--- src/hdl/ast_pkg.sv ---
// ast_pkg: shared constants, command and status codes and the result record
// for the array set toggle store. No dependencies.
package ast_pkg;

  // Default configuration handed to the top level
  localparam int CAPACITY_DEF = 32;
  localparam int KEY_BITS_DEF = 31;

  // Port field widths
  localparam int CMD_W    = 2;
  localparam int KEY_W    = 31;
  localparam int RIDX_W   = 5;
  localparam int STATUS_W = 3;
  localparam int POS_W    = 5;
  localparam int COUNT_W  = 6;

  // Command codes (the unused code behaves as a read)
  localparam logic [CMD_W-1:0] CMD_INSERT = 2'd0;
  localparam logic [CMD_W-1:0] CMD_TOGGLE = 2'd1;
  localparam logic [CMD_W-1:0] CMD_READ   = 2'd2;

  // Status codes
  localparam logic [STATUS_W-1:0] ST_INSERTED = 3'd0;
  localparam logic [STATUS_W-1:0] ST_REMOVED  = 3'd1;
  localparam logic [STATUS_W-1:0] ST_PRESENT  = 3'd2;
  localparam logic [STATUS_W-1:0] ST_FULL     = 3'd3;
  localparam logic [STATUS_W-1:0] ST_READ_OK  = 3'd4;
  localparam logic [STATUS_W-1:0] ST_READ_OOR = 3'd5;

  // One result as handed from the sequencer to the output register
  typedef struct packed {
    logic [STATUS_W-1:0] status;
    logic [POS_W-1:0]    position;
    logic [KEY_W-1:0]    entry_key;
    logic [COUNT_W-1:0]  entry_count;
  } res_t;

endpackage

--- src/hdl/ast_key_ram.sv ---
// ast_key_ram: key storage, one write and one registered read per cycle.
// No package dependencies.
module ast_key_ram #(
  parameter int DEPTH = 32,
  parameter int WIDTH = 31
) (
  input  logic                     clk,
  input  logic                     we,
  input  logic [$clog2(DEPTH)-1:0] waddr,
  input  logic [WIDTH-1:0]         wdata,
  input  logic [$clog2(DEPTH)-1:0] raddr,
  output logic [WIDTH-1:0]         rdata
);

  logic [WIDTH-1:0] mem [DEPTH];
  logic [WIDTH-1:0] rdata_r;

  // write port
  always_ff @(posedge clk) begin
    if (we) begin
      mem[waddr] <= wdata;
    end
  end

  // registered read port
  always_ff @(posedge clk) begin
    rdata_r <= mem[raddr];
  end

  assign rdata = rdata_r;

endmodule

--- src/hdl/ast_seq.sv ---
// ast_seq: command sequencer for the array set toggle store. Walks the key
// RAM for search and shift-down, keeps the fill count. Uses ast_pkg.
module ast_seq #(
  parameter int CAPACITY = ast_pkg::CAPACITY_DEF,
  parameter int KEY_BITS = ast_pkg::KEY_BITS_DEF,
  localparam int IDX_W = $clog2(CAPACITY),
  localparam int CNT_W = $clog2(CAPACITY + 1)
) (
  input  logic                         clk,
  input  logic                         rst_n,
  // command side
  input  logic                         in_valid,
  input  logic [ast_pkg::CMD_W-1:0]    in_cmd,
  input  logic [ast_pkg::KEY_W-1:0]    in_key,
  input  logic [ast_pkg::RIDX_W-1:0]   in_read_index,
  output logic                         idle,
  // result side
  output logic                         res_valid,
  output ast_pkg::res_t                res,
  input  logic                         res_ready,
  // key RAM
  output logic                         ram_we,
  output logic [IDX_W-1:0]             ram_waddr,
  output logic [KEY_BITS-1:0]          ram_wdata,
  output logic [IDX_W-1:0]             ram_raddr,
  input  logic [KEY_BITS-1:0]          ram_rdata
);

  localparam logic [2:0] S_IDLE   = 3'd0;
  localparam logic [2:0] S_SEARCH = 3'd1;
  localparam logic [2:0] S_APPEND = 3'd2;
  localparam logic [2:0] S_SHIFT  = 3'd3;
  localparam logic [2:0] S_RDWAIT = 3'd4;
  localparam logic [2:0] S_DONE   = 3'd5;

  localparam logic [CNT_W-1:0] CAP_CNT = CNT_W'(CAPACITY);

  logic [2:0]                  state_r, state_nxt;
  logic [ast_pkg::CMD_W-1:0]   cmd_r, cmd_nxt;
  logic [KEY_BITS-1:0]         key_r, key_nxt;
  logic [CNT_W-1:0]            cnt_r, cnt_nxt;
  logic [IDX_W-1:0]            scan_r, scan_nxt;
  logic                        scan_left_r, scan_left_nxt;
  logic                        cmp_vld_r, cmp_vld_nxt;
  logic [IDX_W-1:0]            cmp_idx_r, cmp_idx_nxt;
  logic [IDX_W-1:0]            hit_r, hit_nxt;
  logic [CNT_W-1:0]            rp_r, rp_nxt;
  logic                        rp_left_r, rp_left_nxt;
  logic                        wr_vld_r, wr_vld_nxt;
  logic [IDX_W-1:0]            wa_r, wa_nxt;
  ast_pkg::res_t               res_r, res_nxt;

  // widened views used for width-safe conversions
  logic [KEY_BITS+ast_pkg::KEY_W-1:0] key_in_w;
  logic [KEY_BITS+ast_pkg::KEY_W-1:0] key_out_w;
  logic [KEY_BITS-1:0]                key_in_m;
  logic [CNT_W+ast_pkg::RIDX_W-1:0]   ridx_w;
  logic [CNT_W+ast_pkg::RIDX_W-1:0]   cnt_w;
  logic [CNT_W-1:0]                   cnt_dec;
  logic [CNT_W-1:0]                   hit_inc;
  logic [CNT_W-1:0]                   rp_inc;
  logic [CNT_W-1:0]                   rp_dec;
  logic                               is_search_cmd;
  logic                               key_hit;

  function automatic logic [ast_pkg::POS_W-1:0] idx_pos(input logic [IDX_W-1:0] i);
    logic [IDX_W+ast_pkg::POS_W-1:0] w;
    w = {{ast_pkg::POS_W{1'b0}}, i};
    return w[ast_pkg::POS_W-1:0];
  endfunction

  function automatic logic [ast_pkg::POS_W-1:0] cnt_pos(input logic [CNT_W-1:0] c);
    logic [CNT_W+ast_pkg::POS_W-1:0] w;
    w = {{ast_pkg::POS_W{1'b0}}, c};
    return w[ast_pkg::POS_W-1:0];
  endfunction

  function automatic logic [ast_pkg::COUNT_W-1:0] cnt_field(input logic [CNT_W-1:0] c);
    logic [CNT_W+ast_pkg::COUNT_W-1:0] w;
    w = {{ast_pkg::COUNT_W{1'b0}}, c};
    return w[ast_pkg::COUNT_W-1:0];
  endfunction

  // width conversions
  assign key_in_w      = {{KEY_BITS{1'b0}}, in_key};
  assign key_in_m      = key_in_w[KEY_BITS-1:0];
  assign key_out_w     = {{ast_pkg::KEY_W{1'b0}}, ram_rdata};
  assign ridx_w        = {{CNT_W{1'b0}}, in_read_index};
  assign cnt_w         = {{ast_pkg::RIDX_W{1'b0}}, cnt_r};
  assign cnt_dec       = cnt_r - 1'b1;
  assign hit_inc       = {{(CNT_W-IDX_W){1'b0}}, cmp_idx_r} + 1'b1;
  assign rp_inc        = rp_r + 1'b1;
  assign rp_dec        = rp_r - 1'b1;
  assign is_search_cmd = (in_cmd == ast_pkg::CMD_INSERT) || (in_cmd == ast_pkg::CMD_TOGGLE);
  // the shared comparator
  assign key_hit       = cmp_vld_r && (ram_rdata == key_r);

  // sequencer next state
  always_comb begin
    state_nxt     = state_r;
    cmd_nxt       = cmd_r;
    key_nxt       = key_r;
    cnt_nxt       = cnt_r;
    scan_nxt      = scan_r;
    scan_left_nxt = scan_left_r;
    cmp_vld_nxt   = 1'b0;
    cmp_idx_nxt   = cmp_idx_r;
    hit_nxt       = hit_r;
    rp_nxt        = rp_r;
    rp_left_nxt   = rp_left_r;
    wr_vld_nxt    = 1'b0;
    wa_nxt        = wa_r;
    res_nxt       = res_r;
    ram_we        = 1'b0;
    ram_waddr     = wa_r;
    ram_wdata     = ram_rdata;
    ram_raddr     = scan_r;

    case (state_r)
      S_IDLE: begin
        if (in_valid) begin
          cmd_nxt               = in_cmd;
          key_nxt               = key_in_m;
          res_nxt.entry_key     = '0;
          res_nxt.position      = '0;
          if (is_search_cmd) begin
            scan_nxt      = cnt_dec[IDX_W-1:0];
            scan_left_nxt = 1'b1;
            state_nxt     = (cnt_r == '0) ? S_APPEND : S_SEARCH;
          end else begin
            res_nxt.position = in_read_index;
            if (ridx_w < cnt_w) begin
              ram_raddr      = ridx_w[IDX_W-1:0];
              res_nxt.status = ast_pkg::ST_READ_OK;
              state_nxt      = S_RDWAIT;
            end else begin
              res_nxt.status = ast_pkg::ST_READ_OOR;
              state_nxt      = S_DONE;
            end
          end
        end
      end

      // backward scan: address issued in the cycle before its compare
      S_SEARCH: begin
        if (scan_left_r) begin
          ram_raddr   = scan_r;
          cmp_vld_nxt = 1'b1;
          cmp_idx_nxt = scan_r;
          if (scan_r == '0) begin
            scan_left_nxt = 1'b0;
          end else begin
            scan_nxt = scan_r - 1'b1;
          end
        end
        if (key_hit) begin
          cmp_vld_nxt = 1'b0;
          if (cmd_r == ast_pkg::CMD_INSERT) begin
            res_nxt.status   = ast_pkg::ST_PRESENT;
            res_nxt.position = idx_pos(cmp_idx_r);
            state_nxt        = S_DONE;
          end else begin
            hit_nxt     = cmp_idx_r;
            rp_nxt      = hit_inc;
            rp_left_nxt = (hit_inc < cnt_r);
            state_nxt   = S_SHIFT;
          end
        end else if (cmp_vld_r && (cmp_idx_r == '0)) begin
          cmp_vld_nxt = 1'b0;
          state_nxt   = S_APPEND;
        end
      end

      // key absent: append at the tail if there is room
      S_APPEND: begin
        if (cnt_r == CAP_CNT) begin
          res_nxt.status   = ast_pkg::ST_FULL;
          res_nxt.position = '0;
        end else begin
          ram_we           = 1'b1;
          ram_waddr        = cnt_r[IDX_W-1:0];
          ram_wdata        = key_r;
          cnt_nxt          = cnt_r + 1'b1;
          res_nxt.status   = ast_pkg::ST_INSERTED;
          res_nxt.position = cnt_pos(cnt_r);
        end
        state_nxt = S_DONE;
      end

      // removal: move each later entry down one place, read ahead of write
      S_SHIFT: begin
        if (wr_vld_r) begin
          ram_we    = 1'b1;
          ram_waddr = wa_r;
          ram_wdata = ram_rdata;
        end
        if (rp_left_r) begin
          ram_raddr   = rp_r[IDX_W-1:0];
          wa_nxt      = rp_dec[IDX_W-1:0];
          wr_vld_nxt  = 1'b1;
          rp_nxt      = rp_inc;
          rp_left_nxt = (rp_inc < cnt_r);
        end else if (!wr_vld_r) begin
          cnt_nxt          = cnt_dec;
          res_nxt.status   = ast_pkg::ST_REMOVED;
          res_nxt.position = idx_pos(hit_r);
          state_nxt        = S_DONE;
        end
      end

      S_RDWAIT: begin
        res_nxt.entry_key = key_out_w[ast_pkg::KEY_W-1:0];
        state_nxt         = S_DONE;
      end

      S_DONE: begin
        if (res_ready) begin
          state_nxt = S_IDLE;
        end
      end

      default: begin
        state_nxt = S_IDLE;
      end
    endcase
  end

  // control registers
  always_ff @(posedge clk) begin
    if (!rst_n) begin
      state_r     <= S_IDLE;
      cnt_r       <= '0;
      scan_left_r <= 1'b0;
      cmp_vld_r   <= 1'b0;
      rp_left_r   <= 1'b0;
      wr_vld_r    <= 1'b0;
    end else begin
      state_r     <= state_nxt;
      cnt_r       <= cnt_nxt;
      scan_left_r <= scan_left_nxt;
      cmp_vld_r   <= cmp_vld_nxt;
      rp_left_r   <= rp_left_nxt;
      wr_vld_r    <= wr_vld_nxt;
    end
  end

  // working registers
  always_ff @(posedge clk) begin
    cmd_r     <= cmd_nxt;
    key_r     <= key_nxt;
    scan_r    <= scan_nxt;
    cmp_idx_r <= cmp_idx_nxt;
    hit_r     <= hit_nxt;
    rp_r      <= rp_nxt;
    wa_r      <= wa_nxt;
    res_r     <= res_nxt;
  end

  assign idle      = (state_r == S_IDLE);
  assign res_valid = (state_r == S_DONE);

  // count reported is the one left after the item
  always_comb begin
    res             = res_r;
    res.entry_count = cnt_field(cnt_r);
  end

endmodule

--- src/hdl/array_set_toggle_store.sv ---
// array_set_toggle_store: top level, sequencer, key RAM and output register.
// Uses ast_pkg, ast_seq and ast_key_ram.
//
// Keeps up to CAPACITY distinct keys in arrival order in a key RAM with one
// write port and one registered read port, walked one entry per cycle by a
// small sequencer with one shared key comparator. Items are taken one at a
// time; in_stall is high while an item is in work. A read out of range is
// answered without reading the RAM. An insert or a toggle scans the stored
// keys backward from the newest; if its key is absent it is appended at the
// tail, or rejected when the store is full. An insert that finds its key at
// index h stops there; a toggle that finds it removes it and shifts each
// later entry down one place. A stall on the result side that keeps the
// output register full holds the sequencer in its done state. The result is
// held in an output register, so the next item is taken while a finished
// result still waits. No clearing pass after reset: only entries below the
// fill count are ever read.
module array_set_toggle_store #(
  parameter int CAPACITY = ast_pkg::CAPACITY_DEF,
  parameter int KEY_BITS = ast_pkg::KEY_BITS_DEF
) (
  input  logic                            clk,
  input  logic                            rst_n,
  input  logic                            in_valid,
  output logic                            in_stall,
  input  logic [ast_pkg::CMD_W-1:0]       in_cmd,
  input  logic [ast_pkg::KEY_W-1:0]       in_key,
  input  logic [ast_pkg::RIDX_W-1:0]      in_read_index,
  output logic                            out_valid,
  input  logic                            out_stall,
  output logic [ast_pkg::STATUS_W-1:0]    out_status,
  output logic [ast_pkg::POS_W-1:0]       out_position,
  output logic [ast_pkg::KEY_W-1:0]       out_entry_key,
  output logic [ast_pkg::COUNT_W-1:0]     out_entry_count
);

  localparam int IDX_W = $clog2(CAPACITY);

  logic                seq_idle;
  logic                res_valid;
  logic                res_ready;
  ast_pkg::res_t       res;
  logic                ram_we;
  logic [IDX_W-1:0]    ram_waddr;
  logic [KEY_BITS-1:0] ram_wdata;
  logic [IDX_W-1:0]    ram_raddr;
  logic [KEY_BITS-1:0] ram_rdata;
  logic                out_valid_r, out_valid_nxt;
  ast_pkg::res_t       out_r;
  logic                out_load;

  ast_seq #(
    .CAPACITY (CAPACITY),
    .KEY_BITS (KEY_BITS)
  ) u_seq (
    .clk           (clk),
    .rst_n         (rst_n),
    .in_valid      (in_valid),
    .in_cmd        (in_cmd),
    .in_key        (in_key),
    .in_read_index (in_read_index),
    .idle          (seq_idle),
    .res_valid     (res_valid),
    .res           (res),
    .res_ready     (res_ready),
    .ram_we        (ram_we),
    .ram_waddr     (ram_waddr),
    .ram_wdata     (ram_wdata),
    .ram_raddr     (ram_raddr),
    .ram_rdata     (ram_rdata)
  );

  ast_key_ram #(
    .DEPTH (CAPACITY),
    .WIDTH (KEY_BITS)
  ) u_key_ram (
    .clk   (clk),
    .we    (ram_we),
    .waddr (ram_waddr),
    .wdata (ram_wdata),
    .raddr (ram_raddr),
    .rdata (ram_rdata)
  );

  assign in_stall = !seq_idle;

  // output register: loads when empty or when its result is transferred
  assign res_ready = !out_valid_r || !out_stall;
  assign out_load  = res_valid && res_ready;

  always_comb begin
    out_valid_nxt = out_valid_r;
    if (out_load) begin
      out_valid_nxt = 1'b1;
    end else if (out_valid_r && !out_stall) begin
      out_valid_nxt = 1'b0;
    end
  end

  always_ff @(posedge clk) begin
    if (!rst_n) begin
      out_valid_r <= 1'b0;
    end else begin
      out_valid_r <= out_valid_nxt;
    end
  end

  always_ff @(posedge clk) begin
    if (out_load) begin
      out_r <= res;
    end
  end

  assign out_valid       = out_valid_r;
  assign out_status      = out_r.status;
  assign out_position    = out_r.position;
  assign out_entry_key   = out_r.entry_key;
  assign out_entry_count = out_r.entry_count;

endmodule

--- config.mk ---
export PLATFORM = sky130hd
export DESIGN_NAME = array_set_toggle_store
export DESIGN_NICKNAME = d
export VERILOG_FILES = /design/src/hdl/ast_pkg.sv /design/src/hdl/ast_key_ram.sv /design/src/hdl/ast_seq.sv /design/src/hdl/array_set_toggle_store.sv
export SDC_FILE = /design/constraint.sdc
export NUM_CORES = 2
export LEC_CHECK = 0
export ABC_AREA = 1
export BUFFER_PORTS_ARGS = -buffer_cell sky130_fd_sc_hd__buf_2
export CAP_MARGIN = 20
export CORE_AREA = 3 3 304 306
export DETAILED_ROUTE_END_ITERATION = 12
export DIE_AREA = 0 0 307 309
export HOLD_SLACK_MARGIN = 0.15
export PLACE_DENSITY = 0.76
export SLEW_MARGIN = 10
export SYNTH_ARGS = -nofsm -noshare
export SYNTH_HDL_FRONTEND = slang
export SYNTH_SLANG_ARGS = --single-unit
--- constraint.sdc ---
create_clock -name clk -period 3.3 [get_ports clk]
set_input_delay 0.66 -clock clk [delete_from_list [all_inputs] [get_ports clk]]
set_output_delay 0.66 -clock clk [all_outputs]
set_load 0.1 [all_outputs]
==> results.yml <==
worst_setup_path:
  rrSetupSlack_ps: 170
  start_kind: "register"
  cp_cell_sequence: "buf_4 -> inv_1 -> ha_1 -> nand2_1 -> nor2_1 -> nand2_1 -> nand2_1 -> nor2_4 -> nand3_1 -> nand3_4 -> nand2_8 -> buf_12 -> buf_4 -> nand2_1 -> nand3_1 -> nand3_1 -> nand3_1 -> nand2_1 -> nand2_1 -> nand2_1"
  rr_startpoint: "u_seq.cnt_r[2]"
  crit_fanout: 28
  crit_path_max_incr_delay_ps: 340
  cpMostUsedCell: "nand2_1"
  critical_path_class: "reg -> reg"
  r2r_end: "u_key_ram.rdata[30]"
  crit_slowest_cell: "dfxtp_1"
  critPathTopFamily: "simple AND/OR/NAND/NOR gates"
  crit_path_end_kind: "register"
  crit_required_ps: 3890
  crit_buf_inv: 4
  crit_arrival_ps: 3720
  reg2reg_depth: 20
finish:
  fin_area_um2: 59520
  multi_input_comb_area_um2: 12940
  layout_common_cells: "1155 x nand2_1, 1135 x edfxtp_1, 1082 x nand3_1, 589 x inv_1, 156 x buf_4"
  fin_nets: 5021
  regArea_um2: 34990
  mostFrequentLayoutCell: "nand2_1"
  num_antenna_cells: 0
  area_delta_synth_final_pct: 16.10
  num-fill-cells: 6193
  layout-drive-gt1-share_pct: 12.11
  final_cells: 6229
clocking:
  cts_root_buf: "clkbuf_16"
  cts_sinks: 1180
  cts_tree: "built"
  ctsLongestPathBuffers: 3
  cts.clk_slew.worst_paths_ps: 60
  clk_latency_ps: 720
  htreeDepth: 3
  numCtsBuffers: 113
drt:
  vias_per_cell: 5.966
  vias: 37165
  firstDrtPassIters: 6
  antenna_left: 0
  initialDrtViolationCount: 5653
  drt-total-wl_um: 144100
  wl_per_cell_um: 23.13
  drc: 0
power_and_ir_drop:
  p_total_mw: 69.06
  power.internal_mw: 38.80
  switching_share_pct: 43.81
  pwr-share-clk_pct: 18.4
  leakagePower_nw: 24.06
  switchingPower_mw: 30.26
  p_seq_share_pct: 30.6
  pwr-share-comb_pct: 51.0
  power_density_nw_per_um2: 1160
  vdd_drop_max_mv: 1.171
logic_synthesis:
  synth.distinct_cells: 41
  syn_area_um2: 51270
  ys_ff_latch: 1180
  syn_nets: 4792
  ys_seq_area_share_pct: 68.23
  netlist_instances: 4727
  synth_edf_count: 1135
  avgSynthCellArea_um2: 10.85
  synth_async_sr_flop_share_pct: 0
  synth_flop_cell: "edfxtp_1"
  yosys_warnings: 0
floorplanning:
  die_area_um2: 94860
  start_util_pct: 57.05
  core_um2: 89870
  rows: 110
  die_w_um: 307
  die_h_um: 309
  io_pins: 89
timing:
  slew_headroom_pct: 35.76
  maxSlewViolCount: 0
  fin_crit_ps: 3133
  layout_setup_ws_ps: 167.2
  setup_viol: 0
  worstMarginPinSlew_ps: 962.6
  final_hold_viol_count: 0
  tns_ps: 0
  period_share_pct: 94.93
  rsz0062_at_grt: "false"
  fin_skew_ps: 37.17
  max_clock_freq_ghz: 0.3192
placement:
  post_dp_cell_area_um2: 55360
  dp_cells: 5970
  place_ws_ps: -65.10
  port_buffers: 88
  finalWeightedCongestion: 0.9048
  dp_hpwl_um: 83870
global_route:
  antenna_found_initial: 1
  grt_usage_pct: 29.98
  grt_overflow_total: 0
  grt_first_pass_wirelength_um: 214600
  grt_pass1_vias: 35519
  grt_max_degree: 74
min_path:
  min_path_type: "in -> reg"
  whs_path_depth: 1
  hp-start: "in_key[15]"
  holdPathEnd: "u_seq.key_r[15]"
status:
  outcome: "completed"
run:
  cap_violations: 0
-- flip-flops by register name, indices dropped and copies added, names as in the netlist --
name               count
u_seq.cnt_r            6
out_entry_count        6
u_seq.wr_vld_r         1
u_seq.cmp_idx_r        5
u_seq.cmd_r            2
u_seq.wa_r             5
u_seq.hit_r            5
u_seq.rp_left_r        1
out_status             3
u_seq.scan_left_r      1
out_entry_key         31
u_seq.key_r           31
u_seq.state_r          3
u_seq.rp_r             6
u_seq.cmp_vld_r        1
out_position           5
u_seq.res             39
out_valid              1
u_seq.scan_r           5
u_key_ram.rdata       31
u_key_ram.mem        992
-- cells in the mapped netlist, types with 3 or more instances --
| cell type | count | share of area, % |
|---|---|---|
| o21ai_0 | 64 | 0.62 |
| ha_1 | 23 | 0.56 |
| nand4_1 | 8 | 0.098 |
| inv_1 | 589 | 4.3 |
| buf_4 | 38 | 0.56 |
| buf_2 | 167 | 1.6 |
| a211oi_1 | 3 | 0.044 |
| clkbuf_1 | 45 | 0.33 |
| o2111ai_1 | 5 | 0.085 |
| inv_2 | 9 | 0.066 |
| nor4_1 | 3 | 0.037 |
| dfxtp_1 | 45 | 1.8 |
| xor2_1 | 19 | 0.32 |
| nand2_2 | 3 | 0.037 |
| clkbuf_4 | 3 | 0.044 |
| nand3b_1 | 124 | 1.8 |
| nor2_1 | 109 | 0.80 |
| buf_6 | 15 | 0.33 |
| xnor2_1 | 12 | 0.20 |
| nor3_1 | 7 | 0.068 |
| buf_1 | 9 | 0.066 |
| a21oi_1 | 30 | 0.29 |
| nand3_1 | 1082 | 11 |
| nand2_1 | 1155 | 8.5 |
| o22ai_1 | 3 | 0.037 |
| edfxtp_1 | 1135 | 66 |
-- area by class of cell --
cell class	instances	share of cell area [%]
multi-input cells	2671	21.75
clock buffers	147	5.015
repair buffers	391	7.143
clock inverters	65	1.064
flip-flops and latches	1180	58.78
well taps	1176	2.472
inverters	599	3.781
-- cell families (layout without fill, tap and decap cells) --
group,after synthesis,after routing,share of synthesized area (%)
DFF,1180,1180,68.23
xor gates and xnor gates,31,31,0.5296
muxes,1,1,0.01952
adders and majority gates,23,23,0.5613
and+or+nand+nor,2499,2499,22.01
buffers and inverters,876,1202,7.341
AOI/OAI and AO/OA,117,117,1.311
-- power by group through the flow --
stage	logic [mW]	clock network, mW	registers, mW
floorplan	21.2	0	21.7
global route	38.0	13.4	21.2
global placement	33.1	0	21.4
finish	35.2	12.7	21.1
detailed placement	33.8	0	21.4
CTS	34.1	12.8	21.1
-- worst max path at each step --
stage / cells past startpoint / slack [ps] / to / from
3_3_place_gp: 18 / 50 / u_key_ram.rdata[30] / in_read_index[3]
3_5_place_dp: 18 / -70 / u_key_ram.rdata[30] / in_read_index[3]
6_report: 20 / 170 / u_key_ram.rdata[30] / u_seq.cnt_r[2]
4_1_cts: 18 / 20 / u_key_ram.rdata[30] / u_seq.cnt_r[4]
2_1_floorplan: 10 / -220 / u_key_ram.mem[11][0] / u_seq.cnt_r[0]
5_1_grt: 20 / 2 / u_key_ram.rdata[30] / u_seq.cnt_r[3]
-- per-layer routing --
metal / wire, um / vias to the layer above / share of wire [%] / global-route usage (%)
met5: 0 / - / 0 / 0
li1: - / 16505 / - / -
met3: 18690 / 443 / 13 / 5.847
met1: 52050 / 17598 / 36 / 40.36
met4: 6540 / 0 / 4.5 / 13.84
met2: 66800 / 2619 / 46 / 47.77
-- what timing repair did --
| item | CTS | global route |
|---|---|---|
| gates resized for setup | 0 | 9 |
| endpoints found under the hold margin | 29 | 0 |
| buffers inserted | 0 | 14 |
| endpoints found under the setup margin | 0 | 251 |
| hold buffers | 29 | 0 |
-- per-stage QoR --
step                util [%]  hold slack (ps)
CTS                    65.95            151.6
floorplan                  -            400.3
finish                 66.23            178.7
global route           66.23            162.9
detailed placement     61.60            404.5
global placement       61.57            402.5
No activity file was read; power rests on OpenSTA's default activity.
